`src/rtl/core/ucfp_pkg.sv`:
```
// ----------------------------------------------------------------------------
// ucfp_pkg
// Shared types and constants for the command frame parser.
// ----------------------------------------------------------------------------
package ucfp_pkg;

  localparam int unsigned BYTE_W     = 8;
  localparam int unsigned POS_W      = 3;
  localparam int unsigned CFG_IDX_W  = 8;

  localparam logic [BYTE_W-1:0] HEADER_RESET  = 8'hAA;
  localparam logic [BYTE_W-1:0] COMMAND_RESET = 8'h01;
  localparam logic [BYTE_W-1:0] LENGTH_CODE   = 8'h03;

  localparam logic [POS_W-1:0] POS_IDLE    = 3'd0;
  localparam logic [POS_W-1:0] POS_LENGTH  = 3'd1;
  localparam logic [POS_W-1:0] POS_COMMAND = 3'd2;
  localparam logic [POS_W-1:0] POS_FIRST   = 3'd3;
  localparam logic [POS_W-1:0] POS_SECOND  = 3'd4;
  localparam logic [POS_W-1:0] POS_CHECK   = 3'd5;
  localparam logic [POS_W-1:0] POS_DONE    = 3'd6;

  localparam logic [CFG_IDX_W-1:0] REG_HEADER  = 8'd0;
  localparam logic [CFG_IDX_W-1:0] REG_COMMAND = 8'd1;

  typedef struct packed {
    logic [BYTE_W-1:0] header_value;
    logic [BYTE_W-1:0] command_value;
  } cfg_t;

  typedef struct packed {
    logic              frame_status;
    logic [BYTE_W-1:0] payload_first;
    logic [BYTE_W-1:0] payload_second;
  } result_t;

  // running check: add, and on carry replace by negation mod 256
  function automatic logic [BYTE_W-1:0] check_add(input logic [BYTE_W-1:0] sum,
                                                  input logic [BYTE_W-1:0] b);
    logic [BYTE_W:0] s;
    s = {1'b0, sum} + {1'b0, b};
    if (s[BYTE_W]) begin
      return (~s[BYTE_W-1:0]) + 8'd1;
    end
    return s[BYTE_W-1:0];
  endfunction

endpackage

```
`src/rtl/core/ucfp_cfg_regs.sv`:
```
// ----------------------------------------------------------------------------
// ucfp_cfg_regs
// Configuration register file: header and command byte values.
// ----------------------------------------------------------------------------
module ucfp_cfg_regs import ucfp_pkg::*; (
  input  logic                 clk,
  input  logic                 rst,
  input  logic                 cfg_valid,
  output logic                 cfg_ready,
  input  logic [CFG_IDX_W-1:0] cfg_index,
  input  logic [BYTE_W-1:0]    cfg_data,
  output cfg_t                 cfg
);

  assign cfg_ready = 1'b1;

  always_ff @(posedge clk) begin
    if (rst) begin
      cfg.header_value  <= HEADER_RESET;
      cfg.command_value <= COMMAND_RESET;
    end else if (cfg_valid && cfg_ready) begin
      unique case (cfg_index)
        REG_HEADER:  cfg.header_value  <= cfg_data;
        REG_COMMAND: cfg.command_value <= cfg_data;
        default: ;
      endcase
    end
  end

endmodule

```
`src/rtl/core/ucfp_frame_track.sv`:
```
// ----------------------------------------------------------------------------
// ucfp_frame_track
// Frame position and running check; flags a result on the check byte.
// ----------------------------------------------------------------------------
module ucfp_frame_track import ucfp_pkg::*; (
  input  logic              clk,
  input  logic              rst,
  input  logic              take,
  input  logic [BYTE_W-1:0] rx_byte,
  input  cfg_t              cfg,
  output logic              res_valid,
  output result_t           res,
  output logic              in_frame,
  output logic [POS_W-1:0]  byte_position
);

  logic              in_frame_next;
  logic [POS_W-1:0]  byte_position_next;
  logic [BYTE_W-1:0] running_check, running_check_next;
  logic [BYTE_W-1:0] held_first, held_first_next;
  logic [BYTE_W-1:0] held_second, held_second_next;
  logic              hit;

  always_comb begin
    in_frame_next      = in_frame;
    byte_position_next = byte_position;
    running_check_next = running_check;
    held_first_next    = held_first;
    held_second_next   = held_second;
    hit                = 1'b0;
    if (rx_byte == cfg.header_value) begin
      in_frame_next      = 1'b1;
      byte_position_next = POS_LENGTH;
      running_check_next = '0;
    end else if (in_frame) begin
      byte_position_next = byte_position + 3'd1;
      unique case (byte_position)
        POS_LENGTH: begin
          if (rx_byte != LENGTH_CODE) begin
            in_frame_next      = 1'b0;
            byte_position_next = byte_position;
          end else begin
            running_check_next = check_add(running_check, rx_byte);
          end
        end
        POS_COMMAND: begin
          if (rx_byte != cfg.command_value) begin
            in_frame_next      = 1'b0;
            byte_position_next = byte_position;
          end else begin
            running_check_next = check_add(running_check, rx_byte);
          end
        end
        POS_FIRST: begin
          held_first_next    = rx_byte;
          running_check_next = check_add(running_check, rx_byte);
        end
        POS_SECOND: begin
          held_second_next   = rx_byte;
          running_check_next = check_add(running_check, rx_byte);
        end
        POS_CHECK: begin
          in_frame_next      = 1'b0;
          byte_position_next = POS_DONE;
          hit                = 1'b1;
        end
        default: begin
          in_frame_next      = 1'b0;
          byte_position_next = byte_position;
        end
      endcase
    end
  end

  assign res_valid          = take && hit;
  assign res.frame_status   = (rx_byte != running_check);
  assign res.payload_first  = held_first;
  assign res.payload_second = held_second;

  always_ff @(posedge clk) begin
    if (rst) begin
      in_frame      <= 1'b0;
      byte_position <= POS_IDLE;
      running_check <= '0;
      held_first    <= '0;
      held_second   <= '0;
    end else if (take) begin
      in_frame      <= in_frame_next;
      byte_position <= byte_position_next;
      running_check <= running_check_next;
      held_first    <= held_first_next;
      held_second   <= held_second_next;
    end
  end

endmodule

```
`src/rtl/core/ucfp_out_buf.sv`:
```
// ----------------------------------------------------------------------------
// ucfp_out_buf
// Result register with one skid entry behind it.
// ----------------------------------------------------------------------------
module ucfp_out_buf import ucfp_pkg::*; (
  input  logic    clk,
  input  logic    rst,
  input  logic    push,
  input  result_t push_data,
  output logic    full,
  output logic    out_valid,
  input  logic    out_stall,
  output result_t out_data
);

  logic    skid_valid;
  result_t skid_data;
  logic    pop;

  assign pop  = out_valid && !out_stall;
  assign full = skid_valid;

  always_ff @(posedge clk) begin
    if (rst) begin
      out_valid  <= 1'b0;
      skid_valid <= 1'b0;
    end else begin
      if (!out_valid || pop) begin
        if (skid_valid) begin
          out_valid  <= 1'b1;
          out_data   <= skid_data;
          skid_valid <= 1'b0;
        end else begin
          out_valid <= push;
          if (push) begin
            out_data <= push_data;
          end
        end
      end else if (push) begin
        skid_valid <= 1'b1;
        skid_data  <= push_data;
      end
    end
  end

endmodule

```
`src/rtl/core/uart_command_frame_parser_unit.sv`:
```
// ----------------------------------------------------------------------------
// uart_command_frame_parser_unit
// Finds six-byte host command frames in a received byte stream.
// ----------------------------------------------------------------------------
// usage:
//   input channel (in_valid / in_stall / rx_byte) takes one byte per
//   transaction. each taken byte updates the registered frame position and
//   running check, so a byte can be taken every cycle while in_stall is low.
//   output channel (out_valid / out_stall / frame_status, payload_first,
//   payload_second) gives one transaction per complete frame, registered
//   once the check byte is taken. frame_status is 0 on a matching check byte.
//   a result register plus one skid entry sit on the output; bytes keep
//   flowing while one result waits. in_stall rises only once both hold a
//   result, and drops the cycle after the receiver takes one.
//   configuration (cfg_valid / cfg_ready / cfg_index / cfg_data) is always
//   ready; index 0 is the header byte, index 1 the command byte. write it
//   only while the block is idle.
//   reset clears frame tracking and output valids, and restores header 0xAA
//   and command 0x01.
// ----------------------------------------------------------------------------
module uart_command_frame_parser_unit import ucfp_pkg::*; (
  input  logic                 clk,
  input  logic                 rst,
  input  logic                 cfg_valid,
  output logic                 cfg_ready,
  input  logic [CFG_IDX_W-1:0] cfg_index,
  input  logic [BYTE_W-1:0]    cfg_data,
  input  logic                 in_valid,
  output logic                 in_stall,
  input  logic [BYTE_W-1:0]    rx_byte,
  output logic                 out_valid,
  input  logic                 out_stall,
  output logic                 frame_status,
  output logic [BYTE_W-1:0]    payload_first,
  output logic [BYTE_W-1:0]    payload_second
);

  cfg_t             cfg;
  logic             take;
  logic             res_valid;
  result_t          res;
  result_t          out_data;
  logic             buf_full;
  logic             in_frame;
  logic [POS_W-1:0] byte_position;

  assign in_stall = buf_full;
  assign take     = in_valid && !in_stall;

  ucfp_cfg_regs u_cfg (
    .clk       (clk),
    .rst       (rst),
    .cfg_valid (cfg_valid),
    .cfg_ready (cfg_ready),
    .cfg_index (cfg_index),
    .cfg_data  (cfg_data),
    .cfg       (cfg)
  );

  ucfp_frame_track u_track (
    .clk           (clk),
    .rst           (rst),
    .take          (take),
    .rx_byte       (rx_byte),
    .cfg           (cfg),
    .res_valid     (res_valid),
    .res           (res),
    .in_frame      (in_frame),
    .byte_position (byte_position)
  );

  ucfp_out_buf u_out (
    .clk       (clk),
    .rst       (rst),
    .push      (res_valid),
    .push_data (res),
    .full      (buf_full),
    .out_valid (out_valid),
    .out_stall (out_stall),
    .out_data  (out_data)
  );

  assign frame_status   = out_data.frame_status;
  assign payload_first  = out_data.payload_first;
  assign payload_second = out_data.payload_second;

  a_pos_in_range: assert property (@(posedge clk) disable iff (rst)
    in_frame |-> (byte_position != POS_IDLE && byte_position <= POS_CHECK))
    else $error("frame position out of range");

  a_skid_behind_out: assert property (@(posedge clk) disable iff (rst)
    buf_full |-> out_valid)
    else $error("skid entry held with empty output register");

  a_no_push_full: assert property (@(posedge clk) disable iff (rst)
    buf_full |-> !res_valid)
    else $error("result produced while output buffer full");

  a_result_leaves_frame: assert property (@(posedge clk) disable iff (rst)
    res_valid |=> !in_frame)
    else $error("still in frame after check byte");

endmodule
```
`config.mk`:
```
export PLATFORM = sky130hd
export DESIGN_NAME = uart_command_frame_parser_unit
export DESIGN_NICKNAME = d
export VERILOG_FILES = /design/src/rtl/core/ucfp_pkg.sv /design/src/rtl/core/ucfp_cfg_regs.sv /design/src/rtl/core/ucfp_frame_track.sv /design/src/rtl/core/ucfp_out_buf.sv /design/src/rtl/core/uart_command_frame_parser_unit.sv
export SDC_FILE = /design/constraint.sdc
export NUM_CORES = 1
export LEC_CHECK = 0
export ABC_CLOCK_PERIOD_IN_PS = 5800
export BUFFER_PORTS_ARGS = -buffer_cell sky130_fd_sc_hd__buf_4
export CORE_UTILIZATION = 32
export CTS_BUF_LIST = sky130_fd_sc_hd__clkbuf_16
export CTS_CLUSTER_SIZE = 25
export DETAILED_ROUTE_END_ITERATION = 8
export MAX_ROUTING_LAYER = met4
export SYNTH_ARGS = -nofsm -noshare
export SYNTH_HDL_FRONTEND = slang
export SYNTH_SLANG_ARGS = --single-unit
```
`constraint.sdc`:
```
create_clock -name clk -period 5.8 [get_ports clk]
set_input_delay 0.58 -clock clk [delete_from_list [all_inputs] [get_ports clk]]
set_output_delay 0.58 -clock clk [all_outputs]
set_load 0.01 [all_outputs]
```
==> results of run 1 <==
## worst max-delay path, stage by stage
cell	delay [ns]
buf_4	0.15
ha_1	0.23
fa_1	0.49
a21o_1	0.19
a221oi_1	0.39
o21bai_1	0.13
a21oi_1	0.52
nor2_1	0.14
xnor2_1	0.17
o21ai_1	0.07
## state kept, by name, summed over array words and instances (netlist names)
name / cells
u_track.byte_position: 3
u_out.skid_data: 17
u_track.in_frame: 1
u_out.out_valid: 1
u_track.running_check: 8
u_out.out_data: 17
u_out.full: 1
u_cfg.cfg: 16
u_track.held_second: 8
u_track.held_first: 8
## logic make-up (layout without fill, tap and decap cells)
family,count (synthesis),in the layout,share of synthesized area (%)
xor gates and xnor gates,25,25,5.78
DFF,80,80,51.3
AOI/OAI and AO/OA,61,61,10.5
buffers and inverters,24,77,2.68
muxes,37,37,10.3
and+or+nand+nor,106,106,14.1
other,1,1,0.0990
adders and majority gates,15,15,5.15
## area by class of cell
class | count | area share (%)
well taps | 143 | 3.91
flip-flops and latches | 80 | 42.5
inverters | 11 | 0.903
clock inverters | 7 | 1.31
multi-input cells | 245 | 38.3
clock buffers | 9 | 4.93
repair buffers | 50 | 8.21
## cell usage after synthesis (3+ instances only)
master and instances:
dfxtp_1 46, edfxtp_1 34, nor2_1 33, nand2_1 26, a21oi_1 24, mux2i_1 20, xor2_1 19, mux2_2 17
ha_1 14, nand3_1 12, inv_1 11, clkbuf_1 9, a211o_1 7, nor4_1 7, o21ai_1 6, xnor2_1 6
nor2b_1 5, a211oi_1 3, a21o_1 3, and2_1 3, and3_1 3, nor3_1 3, or2_2 3
## layer usage
layer | GRT usage (%) | wire length, um | vias to the layer above
li1 | - | - | 1352
met1 | 19.0 | 4070 | 1271
met2 | 21.4 | 3690 | 52
met3 | 3.55 | 315 | 9
met4 | 4.18 | 95 | 0
met5 | - | 0 | -
## worst paths after layout
| path | start | endpoint | slack, ns | cells after the start |
|---|---|---|---|---|
| worst max register to register | u_out.full | u_out.out_data[8] | 3.06 | 8 |
| worst min register to register | u_track.running_check[3] | u_track.running_check[3] | 0.45 | 2 |
| worst min-delay path | u_track.running_check[3] | u_track.running_check[3] | 0.45 | 2 |
| worst max-delay path | rx_byte[0] | u_track.running_check[3] | 2.96 | 10 |
## cells in the final DEF (no fill, tap or decap), types with 3 or more instances in the layout
cell | Yosys | routed
a211o_1 | 7 | 7
a211oi_1 | 3 | 3
a21o_1 | 3 | 3
a21oi_1 | 24 | 24
and2_1 | 3 | 3
and3_1 | 3 | 3
buf_4 | 1 | 50
clkbuf_16 | 0 | 9
dfxtp_1 | 46 | 46
edfxtp_1 | 34 | 34
ha_1 | 14 | 14
inv_1 | 11 | 11
inv_6 | 0 | 4
mux2_2 | 17 | 17
mux2i_1 | 20 | 20
nand2_1 | 26 | 26
nand3_1 | 12 | 12
nor2_1 | 33 | 33
nor2b_1 | 5 | 5
nor4_1 | 7 | 7
o21ai_1 | 6 | 6
or2_2 | 3 | 3
xnor2_1 | 6 | 6
xor2_1 | 19 | 19
## where the power goes
part | internal [mW] | switching, mW
logic | 0.0240 | 0.0327
clock network | 0.299 | 0.246
registers | 0.582 | 0.000187
total | 0.905 | 0.279
## through the flow
stage	worst slack, ns	cell area (um^2)	hold slack, ns	util [%]	power [mW]
6_report	2.96	4570	0.453	39.9	1.18
5_1_grt	2.77	4570	0.453	39.9	1.23
4_1_cts	2.98	4570	0.450	39.9	1.19
3_5_place_dp	2.64	4290	0.443	37.4	0.652
3_3_place_gp	2.70	4290	0.439	37.4	0.651
2_1_floorplan	2.52	3790	0.426	-	0.621
==> results.py, run 1 <==
metrics = {
    "clock_tree": {
        "h-tree-depth": 3,
        "cts_sinks": 80,
        "cts_resized": 0,
        "clk_transition_reported_paths_ns": 0.06,
        "cts-hold-fix-buffers": 0,
        "cts_tree": "yes",
        "clk_latency_ns": 0.34,
        "cts_buffers": 9,
        "cts.path.max_buffers": 2,
        "cts_setup_buffers": 0,
        "root_buffer": "clkbuf_16",
    },
    "drt": {
        "postRouteAntennaNets": 0,
        "vias": 2684,
        "first_pass_iters": 4,
        "initialDrtViolationCount": 162,
        "avgRoutedWirePerCell_um": 15.0,
        "via_per_inst": 4.92,
        "wl_um": 8180,
        "drc_errors": 0,
    },
    "sta": {
        "setup_viol": 0,
        "setup_tns_ns": 0,
        "hold_viol_final": 0,
        "rsz0062_at_grt": "false",
        "finalCriticalPeriod_ns": 2.84,
        "tightest_slew_ns": 0.933,
        "period_share_pct": 48.9,
        "slew_headroom_pct": 37.6,
        "clock_skew_ns": 0.0106,
        "fmax_ghz": 0.353,
        "slew_violations": 0,
    },
    "global_routing": {
        "antenna_found_initial": 0,
        "track_usage_pct": 14.3,
        "grt_max_degree": 43,
        "grt_overflow_total": 0,
        "grt_pass1_wl_um": 13300,
        "grt_pass1_vias": 2556,
    },
    "synthesis": {
        "ys.flop_type": "dfxtp_1",
        "synth_top_area_share_pct": 27.0,
        "syn_nets": 393,
        "synthArstFlopShare_pct": 0,
        "yosys_warnings": 0,
        "syn_inst": 349,
        "yosysTopAreaCell": "edfxtp_1",
        "syn-cell-area_um2": 3790,
        "ys_top_cells_by_area": "edfxtp_1 (27%), dfxtp_1 (24%), mux2i_1 (5.3%)",
        "ys_seq_elements": 80,
        "synth_cell_types": 51,
        "syn_area_per_cell_um2": 10.9,
        "ys_seq_area_share_pct": 51.3,
        "synth-edff-count": 34,
    },
    "cells_and_area": {
        "fin_nets": 441,
        "area_growth_pct": 20.7,
        "seq_area_um2": 1940,
        "multiInputGateArea_um2": 1750,
        "drive_gt1_share_pct": 23.1,
        "diodes": 0,
        "n_fill_cell": 1079,
        "instances_no_fill": 545,
    },
    "power_and_ir_drop": {
        "ir_drop_mv": 0.151,
        "powerDensity_nw_per_um2": 259,
        "p_leak_nw": 1.89,
    },
    "placed_design": {
        "place_congestion": 0.820,
        "hpwl_um": 5650,
        "portBuffers": 47,
        "dpl.cell_count": 529,
    },
    "floorplanning": {
        "rows": 39,
        "die_h_um": 111,
        "die_w_um": 111,
        "dieArea_um2": 12300,
        "start_util_pct": 33.0,
        "io_pins": 49,
        "core_um2": 11500,
    },
    "critical_path": {
        "start_kind": "primary input",
        "crit_required_ns": 6.03,
        "critPathMaxFanout": 6,
        "cp-end-kind": "flop",
        "path_class": "primary input to flop",
        "cp_data_arrival_time_ns": 3.06,
    },
    "run": {
        "drv_cap": 0,
    },
    "outcome": {
        "status": "finished, final reports clean",
    },
    "worst_hold_path": {
        "hold_path.class": "flop to flop",
    },
}
No activity file was read; power rests on OpenSTA's default activity.
==> inputs of run 2 (changes only) <==
Settings changed: ABC_CLOCK_PERIOD_IN_PS 5800 to 2350.
Clock period 5.8 ns to 2.35 ns, I/O delays scaled along.
==> run 2 against run 1 <==
- power grew 140%
- sequential share of layout area shrank 1.9 points
- hold slack lost 0.34 ns
- flip-flop and latch count is the same
- design area grew 4.8%
- core utilization grew 1.9 points
- clock power grew 140%
- critical path type is now flop to flop
- largest power group unchanged
- count of clock-buffer cells in the layout is the same
- final cell count grew 4.2%
- first-iteration DRC count grew 9.3%
- non-clock buffer count grew 23
- register-to-register slack lost 2.9 ns
- largest cell class unchanged
==> results.py, run 2 (synthesis results as in run 1) <==
metrics = {
    "floorplanning": {
        "core_um2": 11500,
        "dieArea_um2": 12300,
        "io_pins": 49,
        "die_h_um": 111,
        "start_util_pct": 33.0,
        "rows": 39,
        "die_w_um": 111,
    },
    "clock_tree": {
        "cts_setup_buffers": 0,
        "cts_buffers": 9,
        "root_buffer": "clkbuf_16",
        "cts_tree": "yes",
        "cts.path.max_buffers": 2,
        "cts-hold-fix-buffers": 0,
        "clk_latency_ns": 0.33,
        "h-tree-depth": 3,
        "clk_transition_reported_paths_ns": 0.06,
        "cts_sinks": 80,
    },
    "sta": {
        "finalCriticalPeriod_ns": 2.23,
        "period_share_pct": 95.0,
        "slew_headroom_pct": 60.2,
        "clock_skew_ns": 0.00526,
        "rsz0062_at_grt": "true",
        "whs_ns": 0.115,
        "fmax_ghz": 0.448,
        "setup_tns_ns": 0,
        "slew_violations": 0,
        "hold_viol_final": 0,
        "tightest_slew_ns": 0.595,
        "setup_viol": 0,
    },
    "power_and_ir_drop": {
        "powerDensity_nw_per_um2": 605,
        "ir_drop_mv": 0.467,
        "p_leak_nw": 2.02,
    },
    "drt": {
        "first_pass_iters": 4,
        "drc_errors": 0,
        "postRouteAntennaNets": 0,
        "vias": 2828,
        "via_per_inst": 4.98,
        "avgRoutedWirePerCell_um": 14.7,
        "wl_um": 8330,
        "initialDrtViolationCount": 177,
    },
    "critical_path": {
        "r2r_setup_slack_ns": 0.12,
        "crit_required_ns": 2.58,
        "cp_data_arrival_time_ns": 2.46,
        "start_kind": "flop",
        "cp_slowest_cell": "fa_2",
        "critPathMaxFanout": 3,
        "path_class": "flop to flop",
        "crit_path_cell_trace": "ha_4 > fa_2 > a21o_1 > a221oi_2 > xnor2_1 > a41oi_1 > a211oi_2 > xnor2_1 > o21ai_1",
        "cp-end-kind": "flop",
        "max_stage_delay_ns": 0.36,
        "r2r_start": "u_track.running_check[0]",
        "r2r_cells": 9,
        "path_common_cell": "xnor2_1",
        "r2r-end": "u_track.running_check[7]",
    },
    "global_routing": {
        "grt_pass1_vias": 2719,
        "grt_max_degree": 43,
        "grt_pass1_wl_um": 13800,
        "track_usage_pct": 14.7,
        "grt_overflow_total": 0,
        "antenna_found_initial": 0,
    },
    "placed_design": {
        "hpwl_um": 6040,
        "place_congestion": 0.845,
        "placed_cell_area_um2": 4480,
        "portBuffers": 47,
    },
    "worst_hold_path": {
        "hold_path.class": "primary input to flop",
        "hold_path_depth": 2,
        "holdPathEnd": "u_cfg.cfg[9]",
        "hold_path_startpoint": "cfg_data[1]",
    },
    "cells_and_area": {
        "final_cell_area_um2": 4790,
        "final_cell_mix": "buf_4 (73), dfxtp_1 (45), edfxtp_1 (34)",
        "fin_nets": 464,
        "utilization_pct": 41.8,
        "n_fill_cell": 1106,
        "reg.largest.list": "u_out.out_data (17), u_out.skid_data (17), u_cfg.cfg (16)",
        "final_common_cell": "buf_4",
        "area_growth_pct": 26.5,
        "drive_gt1_share_pct": 29.4,
        "diodes": 0,
    },
    "run": {
        "drv_cap": 0,
    },
    "outcome": {
        "status": "finished, final reports clean",
    },
}
-- run 2: changes by cell type in the layout (fill, tap and decap cells not counted), sizes merged --
cell	previous run	this run
buf	50	73
clkinv	2	5
inv	16	13
-- run 2: layout make-up --
type | instances | area (um^2) | area share (%)
clock inverters | 7 | 53.8 | 1.12
multi-input cells | 245 | 1800 | 37.6
clock buffers | 9 | 225 | 4.70
flip-flops and latches | 80 | 1940 | 40.5
inverters | 11 | 41.3 | 0.862
repair buffers | 73 | 548 | 11.4
well taps | 143 | 179 | 3.73
-- run 2: stage by stage --
stage	instances	power, mW	setup WS, ns
5_1_grt	568	3.01	-0.000735
3_3_place_gp	552	1.62	-0.0711
3_5_place_dp	552	1.62	-0.122
4_1_cts	568	2.93	0.0249
6_report	568	2.90	0.116
2_1_floorplan	349	1.53	0.0203
-- run 2: worst max-delay path: cells and delay by family (launching register included) --
kind	cells	cell delay (ns)
compound gates	5	0.92
xor+xnor	2	0.36
fa+ha+maj	2	0.53
flops	1	0.33
-- run 2: worst max path at each step --
stage | start | to | depth (start not counted) | slack [ns]
3_5_place_dp | rx_byte[0] | u_track.running_check[7] | 11 | -0.12
4_1_cts | u_track.running_check[0] | u_track.running_check[7] | 9 | 0.02
2_1_floorplan | u_cfg.cfg[8] | u_out.skid_data[0] | 8 | 0.02
3_3_place_gp | rx_byte[0] | u_track.running_check[7] | 11 | -0.07
5_1_grt | u_track.running_check[0] | u_track.running_check[3] | 10 | -0.0007
6_report | u_track.running_check[0] | u_track.running_check[7] | 9 | 0.12
-- run 2: repair_timing --
item | 4_1_cts | 5_1_grt
setup endpoints to repair | 1 | 7
gates resized for setup | 2 | 6
pin swaps | 1 | 4
-- run 2: routing by layer --
| metal | vias to the layer above | share of wire [%] | GRT usage (%) |
|---|---|---|---|
| met5 | - | 0 | - |
| met4 | 0 | 0.92 | 4.80 |
| met3 | 8 | 4.2 | 3.28 |
| met2 | 63 | 46 | 22.3 |
| met1 | 1357 | 49 | 19.5 |
| li1 | 1400 | - | - |
-- run 2: power by group --
group | switching (mW) | total, mW | internal, mW | leakage, nW
clock network | 0.581 | 1.30 | 0.724 | 0.140
registers | 0.000376 | 1.44 | 1.44 | 0.767
logic | 0.0864 | 0.159 | 0.0727 | 1.11
total | 0.667 | 2.90 | 2.23 | 2.02
